==> config.mk <==
export PLATFORM = sky130hd
export DESIGN_NAME = mbx_match
export DESIGN_NICKNAME = d
export VERILOG_FILES = /design/src/design/mbx_pkg.sv /design/src/design/mbx_match.sv
export SDC_FILE = /design/constraint.sdc
export NUM_CORES = 1
export LEC_CHECK = 0
export BUFFER_PORTS_ARGS = -buffer_cell sky130_fd_sc_hd__buf_2
export CELL_PAD_IN_SITES_DETAIL_PLACEMENT = 1
export CELL_PAD_IN_SITES_GLOBAL_PLACEMENT = 1
export CORE_AREA = 2 2 153 155
export DETAILED_ROUTE_END_ITERATION = 10
export DIE_AREA = 0 0 155 157
export PLACE_DENSITY_LB_ADDON = 0.12
export SYNTH_ARGS = -nofsm -noshare
export SYNTH_HDL_FRONTEND = slang
export SYNTH_SLANG_ARGS = --single-unit
==> constraint.sdc <==
create_clock -name vclk -period 1.65
set_input_delay 0.0825 -clock vclk [all_inputs]
set_output_delay 0.0825 -clock vclk [all_outputs]
set_load 0.005 [all_outputs]
==> src/design/mbx_pkg.sv <==
// Shared types, constants and codes for the typed message mailbox.
`default_nettype none

package mbx_pkg;

    localparam int PROCESSES = 16;
    localparam int SLOTS     = 8;

    localparam int PID_W  = 4;
    localparam int SLOT_IW = (SLOTS > 1) ? $clog2(SLOTS) : 1;

    localparam logic [7:0] TYPE_NONE = 8'd0;
    localparam logic [7:0] WILDCARD  = 8'd42;

    localparam logic [1:0] KIND_RESET = 2'd0;
    localparam logic [1:0] KIND_SEND  = 2'd1;
    localparam logic [1:0] KIND_READ  = 2'd2;
    localparam logic [1:0] KIND_NONE  = 2'd3;

    typedef enum logic [2:0] {
        STAT_STORED    = 3'd0,
        STAT_DELIVERED = 3'd1,
        STAT_FULL      = 3'd2,
        STAT_HIT       = 3'd3,
        STAT_WAIT      = 3'd4,
        STAT_BADTYPE   = 3'd5,
        STAT_REJECT    = 3'd6,
        STAT_RESET     = 3'd7
    } status_t;

    typedef struct packed {
        logic [1:0]  kind;
        logic [3:0]  sender_id;
        logic [3:0]  target_id;
        logic [7:0]  msg_type;
        logic [31:0] payload;
        logic [15:0] timeout;
    } mbx_in_t;

    typedef struct packed {
        status_t     status;
        logic [3:0]  out_sender;
        logic [3:0]  out_receiver;
        logic [7:0]  out_type;
        logic [31:0] out_payload;
        logic [15:0] sleep_ticks;
    } mbx_out_t;

    // one message slot; mtype of zero marks it free
    typedef struct packed {
        logic [3:0]  sender;
        logic [3:0]  receiver;
        logic [7:0]  mtype;
        logic [31:0] payload;
    } slot_t;

    // one memory word: a whole process's mailbox
    typedef struct packed {
        logic [7:0]             wait_type;
        slot_t [SLOTS-1:0]      slots;
    } row_t;

    typedef struct packed {
        logic               free_found;
        logic [SLOT_IW-1:0] free_idx;
        logic               hit_found;
        logic [SLOT_IW-1:0] hit_idx;
    } match_t;

endpackage

`default_nettype wire

==> src/design/mbx_match.sv <==
// Parallel priority match over one mailbox row: first free slot and first type hit.
`default_nettype none

module mbx_match (
    input  mbx_pkg::slot_t [mbx_pkg::SLOTS-1:0] slots,
    input  logic [7:0]                          msg_type,
    output mbx_pkg::match_t                     result
);
    import mbx_pkg::*;

    // scan from the top so the lowest index wins
    always_comb
    begin
        result = '0;
        for (int i = SLOTS - 1; i >= 0; i--)
        begin
            if (slots[i].mtype == TYPE_NONE)
            begin
                result.free_found = 1'b1;
                result.free_idx   = SLOT_IW'(i);
            end
            else if (msg_type == WILDCARD || slots[i].mtype == msg_type)
            begin
                result.hit_found = 1'b1;
                result.hit_idx   = SLOT_IW'(i);
            end
        end
    end

endmodule

`default_nettype wire

==> impl_metrics.tcl, run 1 <==
set metrics [dict create \
    routed_via_density 3.002 \
    netlist_area_um2 1174 \
    die_y_um 157 \
    grt_pass1_wl_um 12940 \
    io_pins 400 \
    chipWidth_um 155 \
    cts_hold_buf 0 \
    overflow 0 \
    first_iter_violations 37 \
    critPathRequiredTime_ps 1570 \
    tns_ps -863.9 \
    final_area_um2 3104 \
    globalRouteTotalUtil 0.07013 \
    start_util 0.05215 \
    slew_violations 0 \
    synth_nets 558 \
    min_path_type "in2out" \
    hold_viol 0 \
    fin_cells 615 \
    max_stage_delay_ps 560 \
    fillers 2656 \
    finalWorstSetupSlack_ps -252.1 \
    area_growth_pct 164.5 \
    routed_wl_um 8819 \
    grt_max_degree 8 \
    crit_arrival_ps 1820 \
    gp_congestion 0.6752 \
    synth_area_leaders "xor2_1 28%, xnor2_1 19%, nor4_1 11%" \
    peakVddDrop_uv 56.64 \
    clockBufferCount 0 \
    rsz0062_at_grt "true" \
    core_area_um2 22500 \
    status "finished, violations left" \
    critPathMaxFanout 5 \
    yosysTopAreaCellShare 0.2836 \
    placed_cell_area_um2 2592 \
    firstDrtPassIters 2 \
    synth-simple-area-share 0.3369 \
    yosys.area_share.adder 0 \
    final_layout_size_suffix_gt1_frac 0.6758 \
    crit_type "in2out" \
    ys_warn_count 0 \
    finalPower_mw 0.6220 \
    crit_chain "buf_6 -> buf_12 -> buf_4 -> xor2_2 -> nor4_2 -> buf_4 -> a21oi_4 -> o22ai_2 -> or4_4 -> buf_2" \
    end_kind "primary output" \
    die_area_um2 24340 \
    seq_cell_count 0 \
    mostFrequentLayoutCells "85 x buf_4, 63 x buf_2, 31 x xor2_1" \
    max_freq_ghz 0.5257 \
    synth-xor-area-share 0.4776 \
    vias 1846 \
    synth-compound-area-share 0.1162 \
    worst_slew_pin_slew_ps 314.8 \
    dp_cells 610 \
    start_kind "input pin" \
    muxShareOfSynthArea 0 \
    grt_pass1_vias 2122 \
    holdWs_ps 733.3 \
    maxCapViolCount 0 \
    leakagePower_nw 1.282 \
    min_period_ps 1902 \
    rows 55 \
    slowest_stage "or4_4" \
    power.density_nw_per_um2 200.4 \
    synth_seq_area_share 0 \
    syn_inst 166 \
    register_area_um2 0 \
    setup_viol 7 \
    drc 0 \
    dp_hpwl_um 7931 \
    relSlewSlack 0.7882 \
    synth_top_family_by_area "XOR/XNOR gates" \
    nets 724 \
    cpMostUsedCell "buf_4" \
    wl_per_cell_um 14.34 \
    final_common_cell "buf_4" \
    diodes 0 \
    syn_avg_cell_area_um2 7.070 \
    violations "negative setup slack" \
    io_buffers 80 \
    period_share 1.153 \
    yosysUniqueCellTypes 27 \
    antenna_found_initial 0 \
    ant_nets 0 \
    synth_top_cell_by_area "xor2_1" \
]
==> cells in the mapped netlist <==
cell type  count
nor4_1        20
and2_0         1
buf_2          5
o21bai_1       1
o22ai_1        2
and2_4         1
nand2_1       12
nor4bb_1       1
a41o_1         1
xnor2_1       26
a21oi_2        1
nor2_1        10
nand4_1        8
o21ai_0        5
and2_1         1
a21oi_1        8
or4_1          7
xor2_1        38
o211ai_1       1
o41ai_1        1
nand3_1        1
nor3_1         4
nor2_2         3
buf_6          5
and4b_1        1
a31o_1         1
a21boi_0       1
==> power breakdown <==
| part | switching, mW | total, mW | internal [mW] |
|---|---|---|---|
| sequential | 0 | 0 | 0 |
| clock | 0 | 0 | 0 |
| combinational | 0.276 | 0.622 | 0.346 |
| total | 0.276 | 0.622 | 0.346 |
==> stage by stage <==
step,setup WS (ps),utilization
final,-252.1,0.1379
after global routing,-348.0,0.1379
after CTS,-352.0,0.1258
after detailed placement,-707.4,0.1152
after global placement,-732.5,0.1152
after floorplan,66.57,-
==> layer usage <==
layer / share of wire / vias to the layer above / wire (µm) / GRT usage
met3: 0.029 / 0 / 252 / 0.004130
met2: 0.50 / 39 / 4435 / 0.1297
met4: 0 / 0 / 0 / 0
met5: 0 / - / 0 / 0
met1: 0.47 / 883 / 4130 / 0.09510
li1: - / 924 / - / -
==> repair_timing <==
action,in CTS,in global routing
setup buffers,3,5
pin swaps,22,22
gates resized for setup,52,42
setup endpoints to repair,8,8
==> final timing paths <==
check,slack (ps),to,depth (start not counted),startpoint
worst max-delay path,-250,result[3],10,msg_type[5]
worst min-delay path,730,result[4],6,slots[86]
==> area by class of cell <==
cell class / instances / area, µm² / share of cell area
Multi-Input combinational cell: 156 / 1433 / 0.4615
Tap cell: 285 / 356.6 / 0.1149
Timing Repair Buffer: 174 / 1315 / 0.4236
==> kinds of logic after synthesis <==
logic type                count (synthesis)
and+or+nand+nor                          70
xor gates and xnor gates                 64
AOI/OAI and AO/OA                        22
buffers and inverters                    10
==> critical path, delay by kind of cell <==
kind | cells | cell delay (ps)
compound gates | 2 | 280
simple gates | 2 | 630
buf+inv | 5 | 670
xor+xnor | 1 | 160
Power figures use the tool's default switching activity.
==> inputs of run 2 (changes only) <==
- ABC_AREA: default -> 1
- REMOVE_ABC_BUFFERS: default -> 1
==> impl_metrics.tcl, run 2 <==
set metrics [dict create \
    seq_cell_count 0 \
    overflow 0 \
    core_area_um2 22500 \
    p_comb_frac 1.000 \
    syn_inst 244 \
    register_area_um2 0 \
    power.density_nw_per_um2 204.6 \
    grt_pass1_wl_um 13530 \
    switching_share 0.5091 \
    min_path_type "in2out" \
    vias 2005 \
    hold_path_end "result[0]" \
    first_iter_violations 49 \
    yosysTopAreaCellShare 0.2415 \
    routed_wl_um 9104 \
    setup_viol 0 \
    final_common_cell "nand2_1" \
    drc 0 \
    leakagePower_nw 1.149 \
    dp_slack_ps -81.28 \
    dp_hpwl_um 8227 \
    finalWorstSetupSlack_ps 108.3 \
    hold_viol 0 \
    fin_cells 640 \
    gp_congestion 0.7215 \
    start_kind "input pin" \
    hp-start "slots[38]" \
    routed_via_density 3.133 \
    end_kind "primary output" \
    max_freq_ghz 0.6486 \
    rsz0062_at_grt "true" \
    p_int_mw 0.2606 \
    dp_cells 631 \
    yosysUniqueCellTypes 28 \
    die_area_um2 24340 \
    chipWidth_um 155 \
    final_layout_size_suffix_gt1_frac 0.5128 \
    worst_slew_pin_slew_ps 316.9 \
    mostFrequentLayoutCells "72 x nand2_1, 70 x buf_2, 30 x buf_4" \
    die_y_um 157 \
    grt_max_degree 11 \
    io_buffers 80 \
    period_share 0.9344 \
    switchingPower_mw 0.2702 \
    synth_common_cells "85 x nand2_1, 33 x xnor2_1, 21 x nor2_1" \
    syn_avg_cell_area_um2 5.415 \
    slowest_stage "buf_4" \
    max_stage_delay_ps 140 \
    firstDrtPassIters 4 \
    synth_most_common_cell "nand2_1" \
    peakVddDrop_uv 54.40 \
    critPathRequiredTime_ps 1570 \
    synth_area_leaders "nand2_1 24%, xnor2_1 22%, nand4_1 6.2%" \
    ant_nets 0 \
    area_growth_pct 96.40 \
    antenna_found_initial 7 \
    rows 55 \
    start_util 0.05872 \
    min_period_ps 1542 \
    cpMostUsedCell "nand2_1" \
    wl_per_cell_um 14.23 \
    ys_warn_count 0 \
    slew_violations 0 \
    p_clk_frac 0 \
    synth_seq_area_share 0 \
    relSlewSlack 0.7868 \
    critPathMaxFanout 3 \
    crit_type "in2out" \
    maxCapViolCount 0 \
    min_path_cells 7 \
    grt_pass1_vias 2236 \
    synth_top_cell_by_area "nand2_1" \
    io_pins 400 \
    clockBufferCount 0 \
    crit_chain "buf_6 -> nor2_2 -> nand3_2 -> nor2_2 -> buf_4 -> inv_1 -> o21ai_1 -> nand2_1 -> nand2_1 -> nand2_1 -> a21boi_1 -> buf_4 -> buf_2" \
    pwr-share-seq 0 \
    netlist_area_um2 1321 \
    nets 745 \
    cts_hold_buf 0 \
    globalRouteTotalUtil 0.07403 \
    crit_arrival_ps 1460 \
    status "complete, no violations" \
]
run 2: cell count changes in the layout (fill, tap and decap cells not counted), sizes merged, moves of 8 or more:
cell	delta
buf	-60
xor2	-38
or2	+22
nor2	+8
inv	+17
nand2	+78
run 2: cell type report:
cell class,count,area [µm²]
multi-input cells,218,1388
well taps,285,356.6
diodes,4,10.01
repair buffers,115,758.2
inverters,18,82.58
fillers,2724,19910
run 2: how the worst max path moves through the flow:
| stage | startpoint | to | slack (ps) | cells past startpoint |
|---|---|---|---|---|
| floorplan | msg_type[2] | result[0] | 490 | 11 |
| CTS | msg_type[5] | result[0] | 0.3 | 13 |
| global placement | slots[374] | result[4] | -110 | 13 |
| detailed placement | slots[374] | result[4] | -80 | 13 |
| global route | slots[374] | result[0] | -50 | 14 |
| finish | slots[374] | result[4] | 110 | 13 |
run 2: what timing repair did:
action	CTS	global route
setup buffers	2	3
gates resized for setup	17	64
pin swaps	6	26
setup endpoints to repair	4	5
run 2: routing by layer:
metal | global-route usage | vias to the layer above | wire length, µm
li1 | - | 1015 | -
met4 | 0 | 4 | 2
met2 | 0.1162 | 68 | 3744
met5 | 0 | - | 27
met1 | 0.1068 | 914 | 4626
met3 | 0.02065 | 4 | 703
run 2: cells by family after synthesis:
logic type	synth area share
compound gates	0.06156
xor+xnor	0.2188
buf+inv	0.1013
simple gates	0.6184
run 2: power by group through the flow:
| stage | clock, mW | combinational [mW] | sequential, mW |
|---|---|---|---|
| 3_3_place_gp | 0 | 0.467 | 0 |
| 6_report | 0.000000324 | 0.531 | 0 |
| 5_1_grt | 0.000000162 | 0.593 | 0 |
| 2_1_floorplan | 0 | 0.190 | 0 |
| 3_5_place_dp | 0 | 0.471 | 0 |
| 4_1_cts | 0 | 0.487 | 0 |
run 2: metrics by stage:
| step | utilization | hold slack, ps | power (mW) | setup TNS [ps] | cell area (µm²) |
|---|---|---|---|---|---|
| 2_1_floorplan | - | 375.5 | 0.1896 | 0 | 1255 |
| 6_report | 0.1153 | 792.9 | 0.5308 | 0 | 2595 |
| 3_3_place_gp | 0.1005 | 780.8 | 0.4666 | -173.2 | 2262 |
| 5_1_grt | 0.1151 | 856.5 | 0.5928 | -73.94 | 2590 |
| 3_5_place_dp | 0.1005 | 792.2 | 0.4713 | -142.7 | 2262 |
| 4_1_cts | 0.1033 | 787.9 | 0.4869 | 0 | 2325 |
run 2: worst max-delay path, delay by kind of cell:
family                 cells  cell delay, ps
AO/OA/AOI/OAI              2             280
buffers and inverters      5             530
AND/OR/NAND/NOR            6             580
